--- src/design/ogi_pkg.sv ---
// ogi_pkg: shared types and constants for the occupancy grid inflation block
// holds command codes, register indexes, fsm states, control structs and the disk table
// no dependencies
package ogi_pkg;

  localparam int CmdW   = 2;
  localparam int CoordW = 8;
  localparam int OccW   = 8;
  localparam int CfgW   = 9;
  localparam int RadW   = 4;
  localparam int InDataW  = 24;
  localparam int OutDataW = 8;
  localparam int ObstacleThreshold = 50;

  typedef enum logic [CmdW-1:0] {
    CMD_CLEAR = 2'd0,
    CMD_WRITE = 2'd1,
    CMD_READ  = 2'd2
  } cmd_e;

  localparam logic [1:0] CFG_MAP_WIDTH  = 2'd0;
  localparam logic [1:0] CFG_MAP_HEIGHT = 2'd1;
  localparam logic [1:0] CFG_RADIUS     = 2'd2;

  typedef enum logic [2:0] {
    ST_CLEAR,
    ST_IDLE,
    ST_DISPATCH,
    ST_RD_DATA,
    ST_WR_READ,
    ST_WR_WRITE
  } state_e;

  typedef struct packed {
    logic accept;
    logic clr_init;
    logic clr_step;
    logic rd_issue;
    logic out_load;
    logic paint_init;
    logic paint_read;
    logic paint_write;
  } ogi_cmd_t;

  typedef struct packed {
    cmd_e cmd;
    logic in_map;
    logic clr_last;
    logic paint_last;
    logic out_free;
  } ogi_stat_t;

  // half chord of the disk, indexed by {radius, row distance}
  typedef logic [255:0][RadW-1:0] hw_tab_t;

  function automatic hw_tab_t build_hw_tab();
    hw_tab_t tab;
    tab = '0;
    for (int r = 0; r < 16; r++) begin
      for (int d = 0; d < 16; d++) begin
        for (int h = 0; h < 16; h++) begin
          if (h * h + d * d <= r * r) begin
            tab[r * 16 + d] = RadW'(h);
          end
        end
      end
    end
    return tab;
  endfunction

  localparam hw_tab_t HW_TAB = build_hw_tab();

endpackage

--- src/design/ogi_ctrl.sv ---
// ogi_ctrl: sequencer for clear sweeps, cell reads and disk painting
// drives ogi_dp through ogi_cmd_t and watches ogi_stat_t; uses ogi_pkg
module ogi_ctrl
  import ogi_pkg::*;
(
  input  logic      clk_i,
  input  logic      rst_ni,
  input  logic      s_axis_tvalid,
  output logic      s_axis_tready,
  input  ogi_stat_t stat_i,
  output ogi_cmd_t  cmd_o
);

  state_e state_q, state_d;

  always_ff @(posedge clk_i or negedge rst_ni) begin
    if (!rst_ni) begin
      state_q <= ST_CLEAR;
    end else begin
      state_q <= state_d;
    end
  end

  always_comb begin
    state_d       = state_q;
    cmd_o         = '0;
    s_axis_tready = 1'b0;
    case (state_q)
      ST_CLEAR: begin
        cmd_o.clr_step = 1'b1;
        if (stat_i.clr_last) begin
          state_d = ST_IDLE;
        end
      end
      ST_IDLE: begin
        s_axis_tready = 1'b1;
        if (s_axis_tvalid) begin
          cmd_o.accept = 1'b1;
          state_d      = ST_DISPATCH;
        end
      end
      ST_DISPATCH: begin
        case (stat_i.cmd)
          CMD_CLEAR: begin
            cmd_o.clr_init = 1'b1;
            state_d        = ST_CLEAR;
          end
          CMD_WRITE: begin
            if (stat_i.in_map) begin
              cmd_o.paint_init = 1'b1;
              state_d          = ST_WR_READ;
            end else begin
              state_d = ST_IDLE;
            end
          end
          CMD_READ: begin
            cmd_o.rd_issue = 1'b1;
            state_d        = ST_RD_DATA;
          end
          default: begin
            state_d = ST_IDLE;
          end
        endcase
      end
      ST_RD_DATA: begin
        if (stat_i.out_free) begin
          cmd_o.out_load = 1'b1;
          state_d        = ST_IDLE;
        end
      end
      ST_WR_READ: begin
        cmd_o.paint_read = 1'b1;
        state_d          = ST_WR_WRITE;
      end
      ST_WR_WRITE: begin
        cmd_o.paint_write = 1'b1;
        state_d = stat_i.paint_last ? ST_IDLE : ST_WR_READ;
      end
      default: begin
        state_d = ST_IDLE;
      end
    endcase
  end

endmodule

--- config.mk ---
export PLATFORM = sky130hd
export DESIGN_NAME = ogi_ctrl
export DESIGN_NICKNAME = d
export VERILOG_FILES = /design/src/design/ogi_pkg.sv /design/src/design/ogi_ctrl.sv
export SDC_FILE = /design/constraint.sdc
export NUM_CORES = 1
export LEC_CHECK = 0
export ABC_AREA = 1
export BUFFER_PORTS_ARGS = -buffer_cell sky130_fd_sc_hd__buf_2
export CORE_AREA = 2 2 39 41
export CTS_BUF_LIST = sky130_fd_sc_hd__clkbuf_4 sky130_fd_sc_hd__clkbuf_8
export CTS_CLUSTER_SIZE = 24
export DETAILED_ROUTE_END_ITERATION = 7
export DIE_AREA = 0 0 41 43
export SLEW_MARGIN = 30
export SYNTH_ARGS = -nofsm -noshare
export SYNTH_HDL_FRONTEND = slang
export SYNTH_SLANG_ARGS = --single-unit
export TNS_END_PERCENT = 5
--- constraint.sdc ---
create_clock -name clk_i -period 1.1 [get_ports clk_i]
set_input_delay 0.275 -clock clk_i [delete_from_list [all_inputs] [get_ports clk_i]]
set_output_delay 0.275 -clock clk_i [all_outputs]
set_load 0.03 [all_outputs]
==> results by stage, run 1 <==
STA:
- After layout, the worst setup slack is -0.360 ns.
- The final period utilization is 133%.
- The worst setup skew after layout is 0.000483 ns.
- The worst slew margin relative to its limit is 86.9%.
- The final number of hold-violating endpoints is 0.
- The actual transition at the worst max-transition pin is 0.194 ns.
- The routed design could run at a clock period as short as 1.46 ns.
- Summed over all failing endpoints, the final setup total negative slack is -3.10 ns.
- The number of max-slew violations in the final report came to 0.
- Setup repair after global routing could not meet its margin everywhere.
- The final-report setup violation count is 12.
- Static timing analysis puts the maximum clock frequency at 685 MHz.

Place:
- Summing all placed instances gives a cell area of 549 um2.
- After legalization and detailed placement, the total HPWL measured 721 um.
- The congestion estimate from routability-driven global placement came to 0.752.
- The quantity of I/O buffers inserted on ports is 17.
- The post-placement cell count is 96.
- The placement-stage worst setup slack is -0.206 ns.

Synthesis:
- The number of nets in the synthesized netlist is 61.
- The number of storage elements in the synthesis netlist is 3.
- The dominant register cell in the synthesized netlist is sky130_fd_sc_hd__dfrtp_1.
- After synthesis, the mean cell area works out to 5.82 um2.
- The register area share after synthesis is 24.8%.
- The cell area after technology mapping is 303 um2.
- The number of synthesis warnings is 0.
- The cell count after synthesis came out at 52.
- The number of synthesized flops with an enable pin is 0.
- Counting distinct cell types in the post-synthesis netlist gives 19.
- The proportion of synthesized flip-flops having asynchronous set or reset is 100%.

GRT:
- Entering global routing, the biggest net connects 6 pins.
- The via count of the first global-routing pass is 421.
- For this run the aggregate overflow at the end of global routing stands at 0.
- The total global routing track utilization is 13.6%.
- The first global-routing pass estimated 1.59 mm of wire.
- The number of antenna violations at the first check in global routing is 0.

Floorplan:
- The number of primary I/O pins is 18.
- The starting density of the core is 21.9%.
- The total area inside the core boundary comes to 1380 um2.
- In this run the horizontal extent of the chip is 41 um.
- The row count is 14.
- The overall die area is 1760 um2.
- From bottom edge to top edge, the die measures 43 um.

Setup path:
- The maximum net fanout on the critical path is 5.
- The worst setup path is captured at an output port.
- The slack of the worst reg-to-reg path is -0.09 ns.
- The critical path data arrival time is 1.18 ns.
- For the worst setup path, the data required time is 0.82 ns.
- The nature of the critical path startpoint is a flop.
- The critical path is of the reg -> out type.

CTS:
- The insertion delay of the later-clocked pin in the worst-skew pair is 0.23 ns.
- Clock tree synthesis found a total of 3 sinks.
- Clock tree synthesis selected as its root buffer the cell sky130_fd_sc_hd__clkbuf_4.
- The level count of the clock H-tree is 1.
- After clock tree synthesis, the clock-pin slew on the worst setup and hold paths is 0.03 ns.
- TritonCTS built the clock tree.
- The TritonCTS buffer count is 3.
- The clock tree buffer depth is 2.

Outcome:
- The final reports fail on negative setup slack.
- The flow ran to the end, but the final reports show violations.

Worst hold path:
- The class of the most critical hold timing path is in -> async.

Power and ir drop:
- The leakage power total is 0.375 nW.
- In this run the power density over the cells is 2440 nW/um2.
- The maximum ir drop on the vdd rail is 0.00108 V.

Route:
- The detailed-routed wire length on met3 is 42 um.
- The mean number of vias per cell is 4.39.
- The detailed router put a total of 342 um of wire on met1.
- The total DRC errors in the routed layout is 0.
- The detailed router used layers up to and including met4.
- Once detail routing completed, the nets flagged for antenna violations numbered 0.
- The routed via count is 465.
- The first-pass iteration count of the detailed router is 4.
- The routed wire length is 932 um.
- The routed design uses 524 um of met2 wire.
- The detailed router finished its first iteration with 11 violations.
- The per-cell routed wire length is 8.79 um.

Cells and area:
- The fraction of layout instances using a drive strength above 1 is 63.3%.
- Summing all flip-flop and latch instances after layout gives 77.6 um2.
- Counting the fill cells in the layout gives 144.
- More flip-flops sit in one register than any other, and that register is state_q.
- The final instance count without filler cells is 106.
- The layout net count is 100.
- 0 antenna diodes ended up in the layout.
- The largest registers in the layout are state_q x3.
- In the final layout, the multi-input gates occupy 272 um2.
- The register with the most flip-flops in the layout has 3 of them.
- The layout overhead on the synthesized area is 143%.
- Summing all non-filler instances in the final layout gives an area of 736 um2.
- The core occupancy in the finished layout is 53.2%.

Job:
- The max-capacitance violation count is 0.
[cell type report]
type / instances / area share, %
Clock buffer: 4 / 4.08
Inverter: 10 / 6.80
Multi-Input combinational cell: 38 / 36.9
Sequential cell: 3 / 10.5
Tap cell: 16 / 2.72
Timing Repair Buffer: 35 / 38.9
[power breakdown]
group / internal, mW / switching, mW / total (mW)
clock: 0.160 / 0.0571 / 0.218
combinational: 0.637 / 0.705 / 1.34
sequential: 0.162 / 0.0723 / 0.234
[cell usage in the layout (no fill, tap or decap)]
cell type / instances
sky130_fd_sc_hd__buf_4: 15
sky130_fd_sc_hd__buf_6: 11
sky130_fd_sc_hd__buf_2: 8
sky130_fd_sc_hd__nor2_4: 7
sky130_fd_sc_hd__nor2_1: 7
sky130_fd_sc_hd__nand2_1: 7
sky130_fd_sc_hd__inv_1: 6
sky130_fd_sc_hd__clkbuf_4: 4
sky130_fd_sc_hd__inv_4: 3
sky130_fd_sc_hd__nand3_1: 3
sky130_fd_sc_hd__nand3_4: 2
sky130_fd_sc_hd__nor3_4: 2
sky130_fd_sc_hd__a21oi_1: 2
sky130_fd_sc_hd__o21ai_1: 2
sky130_fd_sc_hd__dfrtp_2: 2
sky130_fd_sc_hd__inv_6: 1
sky130_fd_sc_hd__nand2_2: 1
sky130_fd_sc_hd__or2_1: 1
sky130_fd_sc_hd__nor2_2: 1
sky130_fd_sc_hd__o21ai_0: 1
sky130_fd_sc_hd__nand4_1: 1
sky130_fd_sc_hd__nand3b_1: 1
sky130_fd_sc_hd__dlygate4sd3_1: 1
sky130_fd_sc_hd__dfrtp_1: 1
[stage by stage]
step	total power, mW	hold WS [ns]
5_1_grt	1.91	0.367
2_1_floorplan	0.883	-0.0206
4_1_cts	1.77	0.365
3_5_place_dp	1.20	0.0746
6_report	1.79	0.364
3_3_place_gp	1.18	0.0744
[timing repair]
item,CTS,global route
buffers inserted,5,0
endpoints found under the hold margin,3,0
pin swaps,3,1
hold buffers,1,0
endpoints found under the setup margin,12,12
resized for setup,31,4
[cell usage after synthesis, types with 2 or more instances]
master,instances,area [um2]
sky130_fd_sc_hd__nand3_1,4,20.0
sky130_fd_sc_hd__nand2_1,7,26.3
sky130_fd_sc_hd__nor2_1,14,52.6
sky130_fd_sc_hd__o21ai_0,2,10.0
sky130_fd_sc_hd__a21oi_1,2,10.0
sky130_fd_sc_hd__dfrtp_1,3,75.1
sky130_fd_sc_hd__inv_1,6,22.5
sky130_fd_sc_hd__inv_2,2,7.51
sky130_fd_sc_hd__nor3_1,2,10.0
[worst paths after layout]
path / startpoint / to / depth (start not counted)
setup / recovery: state_q[1] / cmd_o[5] / 4
hold / removal: rst_ni / state_q[0] / 2
setup reg to reg: state_q[1] / state_q[0] / 8
hold reg to reg: state_q[1] / state_q[0] / 5
max in group asynchronous: rst_ni / state_q[1] / 2
min in group clk_i: s_axis_tvalid / state_q[0] / 4
[metal layers]
| layer | GRT usage, % | up-vias |
|---|---|---|
| li1 | - | 239 |
| met3 | 3.14 | 3 |
| met2 | 21.9 | 16 |
| met4 | 8.00 | 0 |
| met5 | 0 | - |
| met1 | 15.2 | 207 |
[logic make-up (layout without fill, tap and decap cells)]
| logic type | count (synthesis) | after routing | synth area share (%) |
|---|---|---|---|
| buf+inv | 11 | 49 | 16.9 |
| simple gates | 33 | 33 | 50.0 |
| compound gates | 5 | 5 | 8.26 |
| flops | 3 | 3 | 24.8 |
[critical path: stages (launching register included)]
cell and delay [ns]:
sky130_fd_sc_hd__dfrtp_2 0.43, sky130_fd_sc_hd__buf_6 0.14, sky130_fd_sc_hd__buf_4 0.13, sky130_fd_sc_hd__nor2_4 0.11, sky130_fd_sc_hd__buf_6 0.13
Note: power is estimated with default switching activity, not from simulation.
==> run 2, diff against run 1 <==
ABC_AREA = default   (was 1)
==> results by stage, run 2 <==
Synthesis:
- The number of storage elements in the synthesis netlist came to 3 (unchanged).
- The register area share after synthesis is 29.3% (+4.5 points).
- The number of synthesized flops with an enable pin came to 0 (unchanged).
- Counting instances in the post-synthesis netlist gives the leading cell types as 3 x sky130_fd_sc_hd__dfrtp_1, 3 x sky130_fd_sc_hd__nand2_1, 3 x sky130_fd_sc_hd__nand2b_1, 3 x sky130_fd_sc_hd__nor2_1.
- The number of library cell types mapped by synthesis is 21 (+2).
- The net count after synthesis is 41 (-33%).
- The proportion of synthesized flip-flops having asynchronous set or reset is 100% (unchanged).
- The post-synthesis instance total was 32 (-38%).
- The cell area after technology mapping is 256 um2 (-15%).
- The dominant register cell in the synthesized netlist is sky130_fd_sc_hd__dfrtp_1.
- Ranked by total cell area, the synthesized netlist is headed by sky130_fd_sc_hd__dfrtp_1 29%, sky130_fd_sc_hd__nand2b_1 7.3%, sky130_fd_sc_hd__o21bai_1 5.9%, sky130_fd_sc_hd__or4b_4 5.4%, sky130_fd_sc_hd__buf_6 4.4%.
- The synthesized area per cell is 8.02 um2 (+38%).
- The area share of the leading cell type in the synthesized netlist is 29.3% (+4.5 points).
- Of all cell types, the one taking the most synthesized area is sky130_fd_sc_hd__dfrtp_1.
- The number of synthesis warnings is 0 (unchanged).

Floorplan:
- The row count came to 14 (unchanged).
- The starting density of the core is 18.5% (-3.3 points).
- The core footprint came to 1380 um2 (unchanged).
- The y dimension of the die is 43 um (unchanged).
- The number of primary I/O pins was 18 (unchanged).
- The horizontal die dimension is 41 um (unchanged).
- The overall die area came to 1760 um2 (unchanged).

CTS:
- The level count of the clock H-tree was 1 (unchanged).
- The post-CTS setup-driven buffer insertion count is 0 (-5).
- The TritonCTS buffer count is 3 (unchanged).
- TritonCTS built the clock tree.
- The root buffer cell chosen for the clock tree is sky130_fd_sc_hd__clkbuf_4.
- The clock sink count is 3 (unchanged).
- The clock slew at the register clock pins of the worst setup and hold paths is 0.04 ns (about the same).
- The insertion delay of the later-clocked pin in the worst-skew pair came to 0.23 ns (about the same).
- The clock tree buffer depth is 2 (unchanged).

Setup path:
- The slowest cell on the critical path is sky130_fd_sc_hd__or4b_4.
- The class of the most critical setup path is reg -> out.
- STA classifies the critical path endpoint as an output port.
- The critical path goes through or4b_4 > nor2_4 > buf_6.
- The maximum net fanout on the critical path is 3 (-2).
- The kind of cell with the highest combined delay on the critical path is simple AND/OR/NAND/NOR gates.
- The worst path buffer plus inverter count is 1 (-2).
- The critical path data arrival time is 1.42 ns (+0.24 ns).
- The worst endpoint required time is 0.82 ns (about the same).
- The worst setup path is launched from a flop.
- The largest stage delay on the critical path is 0.54 ns (+0.11 ns).

Cells and area:
- The leading cell type in the layout, fill and taps excluded is sky130_fd_sc_hd__buf_4.
- The most flop-heavy register is state_q.
- The sequential cell area in the final layout came to 75.1 um2 (-3.2%).
- The post-route standard cell area excluding fillers is 523 um2 (-29%).
- The top cell types in the final layout, fill and taps aside, are 12 x sky130_fd_sc_hd__buf_4, 8 x sky130_fd_sc_hd__buf_2, 4 x sky130_fd_sc_hd__clkbuf_4, 4 x sky130_fd_sc_hd__buf_6.
- The largest registers in the layout are state_q x3.
- The layout net count is 69 (-31%).
- The number of fillers in the final layout is 148 (+2.8%).
- The number of flip-flops under the largest register name is 3 (unchanged).
- The fraction of layout instances using a drive strength above 1 is 66.1% (+2.8 points).
- The layout overhead on the synthesized area is 104%.
- The count of antenna diodes in the layout is 0 (unchanged).
- The area of combinational cells with multiple inputs was 203 um2 (-25%).

GRT:
- The total grt overflow is 0 (unchanged).
- The total global routing track utilization was 11.8% (-1.7 points).
- The largest net degree at the start of global routing was 10 (+4).
- The global-route wire length before repair is 1.29 mm (-19%).
- The number of antenna violations at the first check in global routing is 0 (unchanged).
- The via count of the first global-routing pass is 307 (-27%).

Route:
- The routed wire length was 773 um (-17%).
- The mean number of vias per cell is 4.25 (-3.0%).
- The total DRC errors in the routed layout is 0 (unchanged).
- The first-pass iteration count of the detailed router is 2 (-2).
- The per-cell routed wire length is 10.3 um (+17%).
- The number of antenna-violating nets in the routed design is 0 (unchanged).
- The routed via count was 319 (-31%).
- The violation count after the first detailed-routing iteration is 3 (-8).

STA:
- The number of max-slew violations in the final report came to 0 (unchanged).
- The worst setup skew after layout is 0.00132 ns (+0.000837 ns).
- The worst hold slack after final layout was 0.363 ns (-0.00177 ns).
- Setup repair after global routing could not meet its margin everywhere.
- The worst slew margin relative to its limit is 83.1% (-3.9 points).
- The minimum period implied by the final worst setup slack was 1.70 ns (+0.239 ns).
- The final period utilization came to 154% (+22 points).
- The aggregate negative setup slack came to -4.53 ns (-1.43 ns).
- The final-report setup violation count is 11 (-1).
- The final number of hold-violating endpoints was 0 (unchanged).
- The post-layout worst setup margin came to -0.599 ns (-0.239 ns).
- The actual transition at the worst max-transition pin was 0.252 ns (+0.0580 ns).
- The achievable frequency is 589 MHz (-14%).

Power and ir drop:
- The maximum ir drop on the vdd rail is 0.00119 V (+9.8%).
- The total power after layout is 1.27 mW (-29%).
- The leakage power total came to 0.250 nW (-33%).
- The total power divided by cell area is 2430 nW/um2 (-0.15%).

Place:
- The routability congestion estimate was 0.676 (-10%).
- The quantity of I/O buffers inserted on ports was 17 (unchanged).
- The instance area at placement is 420 um2 (-23%).
- The detailed placer's ending HPWL is 571 um (-21%).

Outcome:
- The checks that failed: negative setup slack.
- The flow ran to the end, but the final reports show violations.

Worst hold path:
- The tightest min-delay check is of the in -> async type.

Job:
- The max-capacitance violation count is 0 (unchanged).
-- run 2: cell types whose count changed after synthesis, sizes merged, moves of 2 or more --
cell	delta
o21ai	-3
nand2	-5
o21bai	+2
nand3	-4
inv	-7
nor2	-11
nand2b	+3
-- run 2: worst paths after layout --
kind / start / endpoint / slack (ns) / cells past startpoint
max: state_q[0] / cmd_o[2] / -0.60 / 3
min: rst_ni / state_q[2] / 0.36 / 2
max reg2reg: state_q[0] / state_q[2] / -0.20 / 4
min reg2reg: state_q[2] / state_q[2] / 0.69 / 2
max in group asynchronous: rst_ni / state_q[0] / 0.63 / 2
min in group clk_i: stat_i[1] / state_q[2] / 0.36 / 3
-- run 2: cell type report --
type,count,share of cell area [%]
flip-flops and latches,3,14.4
well taps,16,3.83
inverters,2,1.91
clock buffers,4,5.74
multi-input cells,25,38.8
repair buffers,25,35.4
-- run 2: layer usage --
metal	GRT usage (%)	vias to the layer above	routed length [um]
li1	-	162	-
met3	4.71	0	65
met2	15.3	16	393
met4	12.0	0	0
met5	0	-	0
met1	13.5	141	314
-- run 2: worst reg2reg max path: stages (launching register included) --
cell and delay [ns]:
sky130_fd_sc_hd__dfrtp_1 0.40, sky130_fd_sc_hd__or4b_4 0.54, sky130_fd_sc_hd__nor2_4 0.12, sky130_fd_sc_hd__buf_4 0.11
sky130_fd_sc_hd__a31o_1 0.08
-- run 2: timing repair --
item	4_1_cts	5_1_grt
resized for setup	18	1
hold buffers	1	0
endpoints found under the setup margin	12	12
pin swaps	2	0
endpoints found under the hold margin	3	0
-- run 2: where the power goes --
group          total (mW)  switching (mW)  internal, mW
Clock               0.222          0.0616         0.161
Combinational       0.864           0.465         0.399
Sequential          0.187          0.0340         0.153
-- run 2: through the flow --
stage	cells	setup WS, ns	util, %
5_1_grt	75	-0.662	37.8
3_3_place_gp	70	-0.422	30.4
4_1_cts	75	-0.618	37.5
6_report	75	-0.599	37.8
3_5_place_dp	70	-0.434	30.4
2_1_floorplan	32	-0.417	-
-- run 2: kinds of logic (layout without fill, tap and decap cells) --
logic type             count (synthesis)  count (layout)  synth area share, %
and+or+nand+nor                       19              19                 45.9
DFF                                    3               3                 29.3
buffers and inverters                  4              31                 9.27
AOI/OAI and AO/OA                      6               6                 15.6
